<file path="config.mk">
export PLATFORM = sky130hd
export DESIGN_NAME = crc_framed_packet_parser
export DESIGN_NICKNAME = d
export VERILOG_FILES = /design/src/design/cfpp_pkg.sv /design/src/design/crc_framed_packet_parser.sv
export SDC_FILE = /design/constraint.sdc
export NUM_CORES = 1
export LEC_CHECK = 0
export BUFFER_PORTS_ARGS = -buffer_cell sky130_fd_sc_hd__buf_2
export CAP_MARGIN = 25
export CORE_AREA = 2 2 248 274
export DETAILED_ROUTE_END_ITERATION = 12
export DIE_AREA = 0 0 250 276
export PLACE_DENSITY = 0.43
export SETUP_SLACK_MARGIN = 0.2
export SYNTH_ARGS = -nofsm -noshare
export SYNTH_HDL_FRONTEND = slang
export SYNTH_SLANG_ARGS = --single-unit
</file>
<file path="constraint.sdc">
create_clock -name clk -period 4 [get_ports clk]
set_input_delay 0.8 -clock clk [delete_from_list [all_inputs] [get_ports clk]]
set_output_delay 0.8 -clock clk [all_outputs]
set_load 0.1 [all_outputs]
</file>
<file path="src/design/cfpp_pkg.sv">
// ----------------------------------------------------------------------------
// cfpp_pkg
// Shared types, codes and a CRC helper for the framed packet parser.
// ----------------------------------------------------------------------------
package cfpp_pkg;

  localparam int MAX_PAYLOAD = 32;
  localparam int StoreAw     = $clog2(MAX_PAYLOAD);

  localparam logic [15:0] CrcInit  = 16'hFFFF;
  localparam logic [15:0] CrcPoly  = 16'h1021;
  localparam logic [7:0]  LenLimit = 8'd32;
  localparam logic [7:0]  VerMax   = 8'd16;
  localparam logic [7:0]  FaultMax = 8'd32;

  // status codes
  localparam logic [1:0] StNeedMore = 2'd0;
  localparam logic [1:0] StComplete = 2'd1;
  localparam logic [1:0] StFrameErr = 2'd2;
  localparam logic [1:0] StCrcBad   = 2'd3;

  // fault codes
  localparam logic [1:0] FcOk       = 2'd0;
  localparam logic [1:0] FcUnknown  = 2'd1;
  localparam logic [1:0] FcBadLen   = 2'd2;
  localparam logic [1:0] FcCrcFail  = 2'd3;

  // register indexes
  localparam logic [2:0] RegStartCode = 3'd0;
  localparam logic [2:0] RegIdCommand = 3'd1;
  localparam logic [2:0] RegIdState   = 3'd2;
  localparam logic [2:0] RegIdHeart   = 3'd3;
  localparam logic [2:0] RegIdVersion = 3'd4;
  localparam logic [2:0] RegIdFault   = 3'd5;
  localparam logic [2:0] RegCmdLen    = 3'd6;
  localparam logic [2:0] RegStateLen  = 3'd7;

  typedef enum logic [2:0] {
    PH_HUNT,
    PH_ID,
    PH_LEN,
    PH_DATA,
    PH_CRCH,
    PH_CRCL
  } phase_t;

  typedef enum logic [2:0] {
    SQ_IDLE,
    SQ_CRC,
    SQ_POST,
    SQ_READ,
    SQ_EMIT
  } seq_t;

  // one bit of the CCITT polynomial division
  function automatic logic [15:0] crc_shift(input logic [15:0] c);
    logic [15:0] s;
    s = {c[14:0], 1'b0};
    crc_shift = c[15] ? (s ^ CrcPoly) : s;
  endfunction

endpackage

</file>
<file path="src/design/crc_framed_packet_parser.sv">
// ----------------------------------------------------------------------------
// crc_framed_packet_parser
// Byte-wise frame parser: start byte, id, length, payload, CRC16/CCITT-FALSE.
// ----------------------------------------------------------------------------
// Input channel: one rx_byte beat per accepted item (in_valid, in_stall).
// Output channel: one status beat per input byte, or, for a frame whose CRC
// matches and that carries payload, a run of payload beats ending in run_last.
// Configuration goes through the APB port (pready tied high), registers at
// byte address 4*i, read back on prdata.
// An id, length or payload byte that feeds the CRC is accepted, then passes
// through the bit-serial CRC unit (SQ_CRC) before its status is loaded into
// the output register (SQ_POST); every other byte (hunt, CRC bytes, a
// rejected id or length) goes straight from accept to the output load.
// A good frame with payload emits one beat per SQ_READ/SQ_EMIT pair from the
// registered payload memory, so its last CRC byte holds the input until the
// run ends. in_stall stays high while a byte is processed or a run is
// emitted.
// When the receiver stalls, the output register holds its beat and the
// sequencer waits; one finished beat may sit in the register while the
// next byte is taken in.
// Reset clears the frame state to hunting and loads register defaults; the
// payload memory is not cleared, only bytes of the current frame are read.
// ----------------------------------------------------------------------------
module crc_framed_packet_parser (
  input  logic        clk,
  input  logic        rst,
  // input beats
  input  logic        in_valid,
  output logic        in_stall,
  input  logic [7:0]  rx_byte,
  // output beats
  output logic        out_valid,
  input  logic        out_stall,
  output logic [1:0]  status,
  output logic [1:0]  fault_code,
  output logic [7:0]  kind_code,
  output logic [5:0]  payload_length,
  output logic [4:0]  byte_index,
  output logic [7:0]  payload_byte,
  output logic        run_last,
  // configuration
  input  logic        psel,
  input  logic        penable,
  input  logic        pwrite,
  input  logic [4:0]  paddr,
  input  logic [31:0] pwdata,
  output logic [31:0] prdata,
  output logic        pready
);

  // configuration registers
  logic [7:0] start_code, id_command, id_state, id_heartbeat, id_version, id_fault;
  logic [5:0] command_length, state_length;

  logic [2:0] reg_idx;
  logic       cfg_wr;

  assign pready  = 1'b1;
  assign reg_idx = paddr[4:2];
  assign cfg_wr  = psel && penable && pwrite && pready;

  always_ff @(posedge clk) begin
    if (rst) begin
      start_code     <= 8'd170;
      id_command     <= 8'd1;
      id_state       <= 8'd2;
      id_heartbeat   <= 8'd3;
      id_version     <= 8'd4;
      id_fault       <= 8'd5;
      command_length <= 6'd8;
      state_length   <= 6'd8;
    end else if (cfg_wr) begin
      unique case (reg_idx)
        cfpp_pkg::RegStartCode: start_code     <= pwdata[7:0];
        cfpp_pkg::RegIdCommand: id_command     <= pwdata[7:0];
        cfpp_pkg::RegIdState:   id_state       <= pwdata[7:0];
        cfpp_pkg::RegIdHeart:   id_heartbeat   <= pwdata[7:0];
        cfpp_pkg::RegIdVersion: id_version     <= pwdata[7:0];
        cfpp_pkg::RegIdFault:   id_fault       <= pwdata[7:0];
        cfpp_pkg::RegCmdLen:    command_length <= pwdata[5:0];
        cfpp_pkg::RegStateLen:  state_length   <= pwdata[5:0];
        default: ;
      endcase
    end
  end

  always_comb begin
    unique case (reg_idx)
      cfpp_pkg::RegStartCode: prdata = {24'd0, start_code};
      cfpp_pkg::RegIdCommand: prdata = {24'd0, id_command};
      cfpp_pkg::RegIdState:   prdata = {24'd0, id_state};
      cfpp_pkg::RegIdHeart:   prdata = {24'd0, id_heartbeat};
      cfpp_pkg::RegIdVersion: prdata = {24'd0, id_version};
      cfpp_pkg::RegIdFault:   prdata = {24'd0, id_fault};
      cfpp_pkg::RegCmdLen:    prdata = {26'd0, command_length};
      cfpp_pkg::RegStateLen:  prdata = {26'd0, state_length};
      default:                prdata = 32'd0;
    endcase
  end

  // frame state
  cfpp_pkg::phase_t phase, phase_next;
  logic [7:0]  kind_held, kind_next;
  logic [5:0]  length_held, length_next;
  logic [5:0]  bytes_taken, taken_next;
  logic [15:0] crc_running;
  logic [7:0]  crc_high_held, crc_high_next;

  // sequencer
  cfpp_pkg::seq_t sq, sq_next;
  logic [2:0]  bit_cnt;
  logic [4:0]  emit_idx;

  logic [1:0]  pend_status, pend_status_next;
  logic [1:0]  pend_fault, pend_fault_next;
  logic [7:0]  pend_kind, pend_kind_next;

  logic        accept, out_free, out_load;
  logic        clr, crc_load, do_emit, store_wr, emit_done;
  logic        id_known, len_ok, emit_last;

  logic [7:0]  store [cfpp_pkg::MAX_PAYLOAD];
  logic [7:0]  store_q;

  assign accept   = in_valid && !in_stall;
  assign out_free = !out_valid || !out_stall;
  assign emit_last = ({1'b0, emit_idx} == (length_held - 6'd1));

  assign id_known = (rx_byte == id_command) || (rx_byte == id_state) ||
                    (rx_byte == id_heartbeat) || (rx_byte == id_version) ||
                    (rx_byte == id_fault);

  // first matching kind decides the length rule
  always_comb begin
    len_ok = 1'b0;
    if (rx_byte > cfpp_pkg::LenLimit) len_ok = 1'b0;
    else if (kind_held == id_command)   len_ok = (rx_byte == {2'b00, command_length});
    else if (kind_held == id_state)     len_ok = (rx_byte == {2'b00, state_length});
    else if (kind_held == id_heartbeat) len_ok = (rx_byte == 8'd0);
    else if (kind_held == id_version)   len_ok = (rx_byte <= cfpp_pkg::VerMax);
    else if (kind_held == id_fault)     len_ok = (rx_byte <= cfpp_pkg::FaultMax);
  end

  // per-byte parse decision, applied at the accept edge
  always_comb begin
    phase_next       = phase;
    kind_next        = kind_held;
    length_next      = length_held;
    taken_next       = bytes_taken;
    crc_high_next    = crc_high_held;
    pend_status_next = cfpp_pkg::StNeedMore;
    pend_fault_next  = cfpp_pkg::FcOk;
    pend_kind_next   = 8'd0;
    clr              = 1'b0;
    crc_load         = 1'b0;
    do_emit          = 1'b0;
    store_wr         = 1'b0;
    unique case (phase)
      cfpp_pkg::PH_HUNT: begin
        if (rx_byte == start_code) begin
          clr        = 1'b1;
          phase_next = cfpp_pkg::PH_ID;
        end
      end
      cfpp_pkg::PH_ID: begin
        if (!id_known) begin
          clr              = 1'b1;
          pend_status_next = cfpp_pkg::StFrameErr;
          pend_fault_next  = cfpp_pkg::FcUnknown;
        end else begin
          kind_next  = rx_byte;
          crc_load   = 1'b1;
          phase_next = cfpp_pkg::PH_LEN;
        end
      end
      cfpp_pkg::PH_LEN: begin
        if (!len_ok) begin
          clr              = 1'b1;
          pend_status_next = cfpp_pkg::StFrameErr;
          pend_fault_next  = cfpp_pkg::FcBadLen;
        end else begin
          length_next = rx_byte[5:0];
          crc_load    = 1'b1;
          phase_next  = (rx_byte == 8'd0) ? cfpp_pkg::PH_CRCH : cfpp_pkg::PH_DATA;
        end
      end
      cfpp_pkg::PH_DATA: begin
        store_wr   = (bytes_taken < 6'(cfpp_pkg::MAX_PAYLOAD));
        crc_load   = 1'b1;
        taken_next = bytes_taken + 6'd1;
        if (taken_next >= length_held) phase_next = cfpp_pkg::PH_CRCH;
      end
      cfpp_pkg::PH_CRCH: begin
        crc_high_next = rx_byte;
        phase_next    = cfpp_pkg::PH_CRCL;
      end
      cfpp_pkg::PH_CRCL: begin
        if ({crc_high_held, rx_byte} != crc_running) begin
          clr              = 1'b1;
          pend_status_next = cfpp_pkg::StCrcBad;
          pend_fault_next  = cfpp_pkg::FcCrcFail;
        end else if (length_held == 6'd0) begin
          clr              = 1'b1;
          pend_status_next = cfpp_pkg::StComplete;
          pend_kind_next   = kind_held;
        end else begin
          // kind and length stay for the run; cleared when it ends
          do_emit       = 1'b1;
          phase_next    = cfpp_pkg::PH_HUNT;
          taken_next    = 6'd0;
          crc_high_next = 8'd0;
        end
      end
      default: begin
        clr              = 1'b1;
        pend_status_next = cfpp_pkg::StFrameErr;
        pend_fault_next  = cfpp_pkg::FcBadLen;
      end
    endcase
    if (clr) begin
      kind_next     = 8'd0;
      length_next   = 6'd0;
      taken_next    = 6'd0;
      crc_high_next = 8'd0;
      if (phase != cfpp_pkg::PH_HUNT) phase_next = cfpp_pkg::PH_HUNT;
    end
  end

  assign emit_done = (sq == cfpp_pkg::SQ_EMIT) && out_free && emit_last;

  always_ff @(posedge clk) begin
    if (rst) begin
      phase         <= cfpp_pkg::PH_HUNT;
      kind_held     <= 8'd0;
      length_held   <= 6'd0;
      bytes_taken   <= 6'd0;
      crc_high_held <= 8'd0;
    end else if (accept) begin
      phase         <= phase_next;
      kind_held     <= kind_next;
      length_held   <= length_next;
      bytes_taken   <= taken_next;
      crc_high_held <= crc_high_next;
    end else if (emit_done) begin
      kind_held   <= 8'd0;
      length_held <= 6'd0;
    end
  end

  // bit-serial CRC unit: byte folded in at accept, one bit per cycle after
  always_ff @(posedge clk) begin
    if (rst) begin
      crc_running <= cfpp_pkg::CrcInit;
    end else if (accept && (clr || do_emit)) begin
      crc_running <= cfpp_pkg::CrcInit;
    end else if (accept && crc_load) begin
      crc_running <= crc_running ^ {rx_byte, 8'h00};
    end else if (sq == cfpp_pkg::SQ_CRC) begin
      crc_running <= cfpp_pkg::crc_shift(crc_running);
    end
  end

  always_ff @(posedge clk) begin
    if (rst) begin
      bit_cnt <= 3'd0;
    end else if (sq == cfpp_pkg::SQ_CRC) begin
      bit_cnt <= bit_cnt + 3'd1;
    end else begin
      bit_cnt <= 3'd0;
    end
  end

  // payload memory
  always_ff @(posedge clk) begin
    if (accept && store_wr) store[bytes_taken[cfpp_pkg::StoreAw-1:0]] <= rx_byte;
    store_q <= store[emit_idx];
  end

  always_ff @(posedge clk) begin
    if (accept) begin
      pend_status <= pend_status_next;
      pend_fault  <= pend_fault_next;
      pend_kind   <= pend_kind_next;
    end
  end

  always_ff @(posedge clk) begin
    if (rst) begin
      emit_idx <= 5'd0;
    end else if (accept) begin
      emit_idx <= 5'd0;
    end else if ((sq == cfpp_pkg::SQ_EMIT) && out_free) begin
      emit_idx <= emit_idx + 5'd1;
    end
  end

  // sequencer next state
  always_comb begin
    sq_next = sq;
    unique case (sq)
      cfpp_pkg::SQ_IDLE: begin
        if (accept) begin
          if (do_emit)       sq_next = cfpp_pkg::SQ_READ;
          else if (crc_load) sq_next = cfpp_pkg::SQ_CRC;
          else               sq_next = cfpp_pkg::SQ_POST;
        end
      end
      cfpp_pkg::SQ_CRC:  if (bit_cnt == 3'd7) sq_next = cfpp_pkg::SQ_POST;
      cfpp_pkg::SQ_POST: if (out_free) sq_next = cfpp_pkg::SQ_IDLE;
      cfpp_pkg::SQ_READ: sq_next = cfpp_pkg::SQ_EMIT;
      cfpp_pkg::SQ_EMIT: begin
        if (out_free) sq_next = emit_last ? cfpp_pkg::SQ_IDLE : cfpp_pkg::SQ_READ;
      end
      default: sq_next = cfpp_pkg::SQ_IDLE;
    endcase
  end

  always_ff @(posedge clk) begin
    if (rst) sq <= cfpp_pkg::SQ_IDLE;
    else     sq <= sq_next;
  end

  // sequencer outputs
  always_comb begin
    in_stall = 1'b1;
    out_load = 1'b0;
    unique case (sq)
      cfpp_pkg::SQ_IDLE: in_stall = 1'b0;
      cfpp_pkg::SQ_POST: out_load = out_free;
      cfpp_pkg::SQ_EMIT: out_load = out_free;
      default: ;
    endcase
  end

  // output register
  always_ff @(posedge clk) begin
    if (rst) begin
      out_valid <= 1'b0;
    end else if (out_load) begin
      out_valid <= 1'b1;
    end else if (!out_stall) begin
      out_valid <= 1'b0;
    end
  end

  always_ff @(posedge clk) begin
    if (out_load) begin
      if (sq == cfpp_pkg::SQ_EMIT) begin
        status         <= cfpp_pkg::StComplete;
        fault_code     <= cfpp_pkg::FcOk;
        kind_code      <= kind_held;
        payload_length <= length_held;
        byte_index     <= emit_idx;
        payload_byte   <= store_q;
        run_last       <= emit_last;
      end else begin
        status         <= pend_status;
        fault_code     <= pend_fault;
        kind_code      <= pend_kind;
        payload_length <= 6'd0;
        byte_index     <= 5'd0;
        payload_byte   <= 8'd0;
        run_last       <= 1'b1;
      end
    end
  end

endmodule
</file>
* Yosys cells after proc, flatten, opt, wreduce, memory -nomap -nowiden
Memory sizes are Yosys's and may differ from the RTL's. A register that Yosys moved wholly into a read port is not among the register bits.
Cells that the tools add are included.
** Word-level totals
- Memory bits (writable) :: 256
- Input port bits :: 52
- Memories :: 1
- Flip-flop bits (word level) :: 163
** Memories
- store :: depth 32, width 8, rd ports 1, clocked after Yosys merged registers in 1, write ports 1, RTL line crc_framed_packet_parser.sv:122 : logic [7:0] store [cfpp_pkg::MAX_PAYLOAD];
** Operators by class
- Add/sub/neg operators :: 4
- Equal/unequal tests :: 43
- Bitwise operators :: 5
- Multiplexer cells :: 74
- Reductions and logical operators :: 46
- $lt $le $gt $ge :: 5
** Operators with widths (number)
- case mux 32 bit (8 select lines) :: 1
- == test 8 bit :: 11
- 2-to-1 mux 8 bit :: 9
- 2-to-1 mux 6 bit :: 8
- 2-to-1 mux 3 bit :: 13
- 2-to-1 mux 16 bit :: 2
- 2-to-1 mux 1 bit :: 25
- == test 3 bit (second input constant) :: 8
- == test 3 x 2 -> 1 bit (second input constant) :: 6
- case mux 3 bit (6 select lines) :: 1
- == test 8 x 6 -> 1 bit :: 2
- inequality test 16 bit :: 1
- case mux 2 bit (4 select lines) :: 2
- case mux 8 bit (2 select lines) :: 1
- AND reduction 2 bit :: 8
- bitwise XOR 16 bit :: 1
- case mux 3 bit (5 select lines) :: 1
- 2-to-1 mux 2 bit :: 7
- 2-to-1 mux 13 bit :: 1
- inequality test 3 x 1 -> 1 bit (second input constant) :: 4
- case mux 6 bit (2 select lines) :: 1
- AND reduction 4 bit :: 3
- OR reduction 2 bit :: 5
- == test 3 x 1 -> 1 bit (second input constant) :: 3
- 27 further kinds :: 53

* Logic depth before layout (Yosys ltp)
- Depth in word-level cells :: 13
- Gate-level depth with buffers :: 12
- Mapped depth without buffers :: 11

* Worst setup path after synthesis
OpenSTA, ideal clock, no wires.
- Path kind :: input port to output port
- Start point :: input port paddr[2]
- End point :: output port prdata[7]
- Data arrival time :: 3673 ps
- Setup slack :: -473 ps
- Required time :: 3200 ps
- Cell stages on the path :: 4
- Cells stage by stage :: clkbuf_1 > clkbuf_1 > mux2i_1 > o21ai_0
** Between the ends
- Longest elaborated chain between the ends :: 2
** Ends and longest elaborated chain
- from (decl) :: RTL line crc_framed_packet_parser.sv:45 : input logic [4:0] paddr,
- == test 3 bit (tied with other cells) :: RTL line crc_framed_packet_parser.sv:88 : unique case (reg_idx)
- case mux 32 bit (8 select lines) (*) :: RTL line crc_framed_packet_parser.sv:88
- to (decl) :: RTL line crc_framed_packet_parser.sv:47 : output logic [31:0] prdata,
Mark *: on every way between the ends. The rest lies on a longest branch, timed or not. The select of a mux whose other input is x is not followed.

* Worst setup path after layout
- Start point :: input port paddr[4]
- End point :: output port prdata[0]
The elaborated chain is that of the path after synthesis.

==> flow_summary_export.csv <==
group,metric,value,unit
outcome,status,"finished clean",
floorplanning,rows,99,
timing,period_needed,3.44,ns
timing,final.setup.tns,0,ns
critical_path,crit_fanout,14,
clock_tree,tritoncts,"done",
final_layout,layout-drive-gt1-share,22.9,%
detailed_routing,drt_wl_total,52100,um
critical_path,crit_path_start,"paddr[4]",
synth,synth_cells,1366,
critical_path,max_stage_delay,0.34,ns
floorplanning,fp.dieArea,69000,sq um
placed_design,hpwl,35600,um
global_route,grt_use_total,15.1,%
synth,synth.most_common_cell,"edfxtp_1",
timing,grt_setup_unrepaired,"false",
clock_tree,h-tree-depth,2,
clock_tree,cts_hold_buf,0,
synth,ys_warn_count,0,
power_and_ir_drop,p_per_area,439,nW/um^2
detailed_routing,vias,11426,
critical_path,path_cells,"buf_2 -> buf_4 -> and3_1 -> a211oi_1 -> a31oi_1 -> a21oi_1 -> o22ai_1 -> or2_2 -> buf_2",
hold_path,hold_path_class,"flip-flop to flip-flop",
timing,tightestPinTransition,0.928,ns
synth,synth_area_leaders,"edfxtp_1 (47%), dfxtp_1 (13%), mux4_2 (10%)",
synth,synth.cell_area,19100,sq um
clock_tree,cts_max_path_buffers,3,
detailed_routing,drt_iter0_markers,620,
floorplanning,start_util,28.8,%
critical_path,worst_setup_path_end_kind,"output port",
global_route,grt_pass1_wl,78900,um
synth,yosysUniqueCellTypes,72,
detailed_routing,ant_nets,0,
synth,ys.flop_type,"edfxtp_1",
placed_design,io_buffers,67,
critical_path,cp-start-kind,"input port",
synth,synth_common_cells,"edfxtp_1 (300), dfxtp_1 (127), nor2_1 (123), mux4_2 (85), xor2_1 (81)",
clock_tree,path_clk_slew,0.06,ns
timing,min_period_over_period,86.1,%
synth,yosys.area.top_type,"edfxtp_1",
detailed_routing,drtPass1Iterations,5,
clock_tree,cts_root_buffer,"clkbuf_16",
global_route,grt_pass1_vias,11935,
critical_path,crit_buf_inv,3,
detailed_routing,drc,0,
final_layout,fill_cells,6529,
detailed_routing,wl_per_cell,21.9,um
job,cap_violations,0,
global_route,grt_max_degree,64,
timing,slew_viol_final,0,
floorplanning,ioPinCount,119,
synth,async_reset_ff_share,0,%
final_layout,diodes,0,
synth,synth_edf_count,300,
timing,fin_skew,0.0300,ns
clock_tree,cts_sinks,427,
power_and_ir_drop,leakage,0.00758,uW
critical_path,critPathKind,"input port to output port",
critical_path,r2r_slack,0.81,ns
hold_path,hp-start,"bit_cnt[0]",
timing,max_freq,290,MHz
final_layout,nets,1542,
critical_path,crit_path_top_delay_cell,"or2_2",
global_route,grt-ovfl-total,0,
timing,finalSetupViolations,0,
critical_path,crit_family,"buffers and inverters",
floorplanning,die_x,250,um
synth,synth_seq_area_share,60.6,%
final_layout,area_growth,16.3,%
synth,synth_top_area_share,47.3,%
clock_tree,clock_latency,0.61,ns
global_route,antenna_found_initial,1,
placed_design,gp_congestion,0.845,
timing,relSlewSlack,38.0,%
floorplanning,core,66100,sq um
detailed_routing,via_per_inst,4.82,
timing,layout_setup_ws,0.556,ns
clock_tree,cts_resized,0,
clock_tree,post_cts_buffers,0,
critical_path,critPathRequiredTime,3.20,ns
power_and_ir_drop,peakVddDrop,285,uV
critical_path,r2r_start,"command_length[2]",
timing,hold_viol_final,0,
critical_path,crit_top_cell,"buf_2",
floorplanning,die_y,276,um
placed_design,place_ws,0.0495,ns
synth,postSynthAreaPerCell,14.0,sq um
critical_path,cp.arrival,2.64,ns
synth,ys_ff_latch,427,
clock_tree,numCtsBuffers,46,
==> worst paths after layout <==
path                      to  cells after the start
min reg2reg       bit_cnt[0]                      1
min               bit_cnt[0]                      1
max reg2reg  crc_running[10]                      9
max                prdata[0]                      9
==> state kept, by name, summed over array words and instances, names as in the netlist, 5 cells and up <==
register and flops:
byte_index 5, bytes_taken 6, command_length 6, crc_high_held 8, crc_running 16, emit_idx 5, id_command 8, id_fault 8
id_heartbeat 8, id_state 8, id_version 8, kind_code 8, kind_held 8, length_held 6, payload_byte 8, payload_length 6
pend_kind 8, start_code 8, state_length 6, store 256, store_q 8
==> cells by family after synthesis <==
| logic type | count (synthesis) | synth area share [%] |
|---|---|---|
| flops | 427 | 60.6 |
| other cells | 2 | 0.0394 |
| simple gates | 347 | 8.87 |
| xor+xnor | 136 | 6.25 |
| fa+ha+maj | 14 | 0.919 |
| compound gates | 146 | 5.97 |
| mux | 158 | 14.0 |
| buf+inv | 136 | 3.35 |
==> report_power, final <==
group,switching (uW),internal [uW]
logic,583,150
clock network,1810,2370
registers,47.4,4770
total,2440,7290
==> placed cells by master, fill, tap and decap left out, types with 10 or more instances in the layout <==
cell type    n
conb_1      25
dfxtp_1    125
o21ai_0     14
inv_1       24
xor2_1      81
a22o_1      27
mux2_2      21
a21oi_1     24
xnor2_1     55
and2_1      30
nor2_1     121
clkbuf_16   46
nand2_1     70
edfxtp_1   300
nand3_1     30
nand4_1     15
nor3_1      12
clkbuf_1    12
buf_4       80
buf_2       67
a211o_1     15
nor2b_1     18
ha_1        14
clkinv_1    10
mux2i_1     52
nor4_1      20
mux4_2      85
==> layout make-up <==
| cell class | instances | area [sq um] | share of cell area [%] |
|---|---|---|---|
| well taps | 858 | 1070 | 4.84 |
| repair buffers | 149 | 976 | 4.40 |
| clock buffers | 63 | 1260 | 5.70 |
| clock inverters | 23 | 223 | 1.00 |
| flip-flops and latches | 427 | 11600 | 52.1 |
| inverters | 26 | 97.6 | 0.440 |
| multi-input cells | 826 | 6990 | 31.5 |
==> through the flow <==
step / utilization (%) / power [uW] / hold slack, ns / cell area (sq um) / instances
finish: 33.5 / 9730 / 0.453 / 22200 / 2372
floorplan: - / 5470 / 0.408 / 19200 / 1389
CTS: 33.5 / 9880 / 0.460 / 22200 / 2372
global placement: 31.3 / 5650 / 0.421 / 20700 / 2286
global route: 33.5 / 10100 / 0.468 / 22200 / 2372
detailed placement: 31.3 / 5650 / 0.451 / 20700 / 2286
==> routing by layer <==
| layer | track usage, % | vias up | share of wire (%) |
|---|---|---|---|
| met5 | 0 | - | 0 |
| met4 | 4.21 | 0 | 2.4 |
| met1 | 19.7 | 5836 | 44 |
| li1 | - | 5281 | - |
| met3 | 2.20 | 85 | 3.7 |
| met2 | 26.2 | 224 | 50 |
No activity file was read; power rests on OpenSTA's default activity.
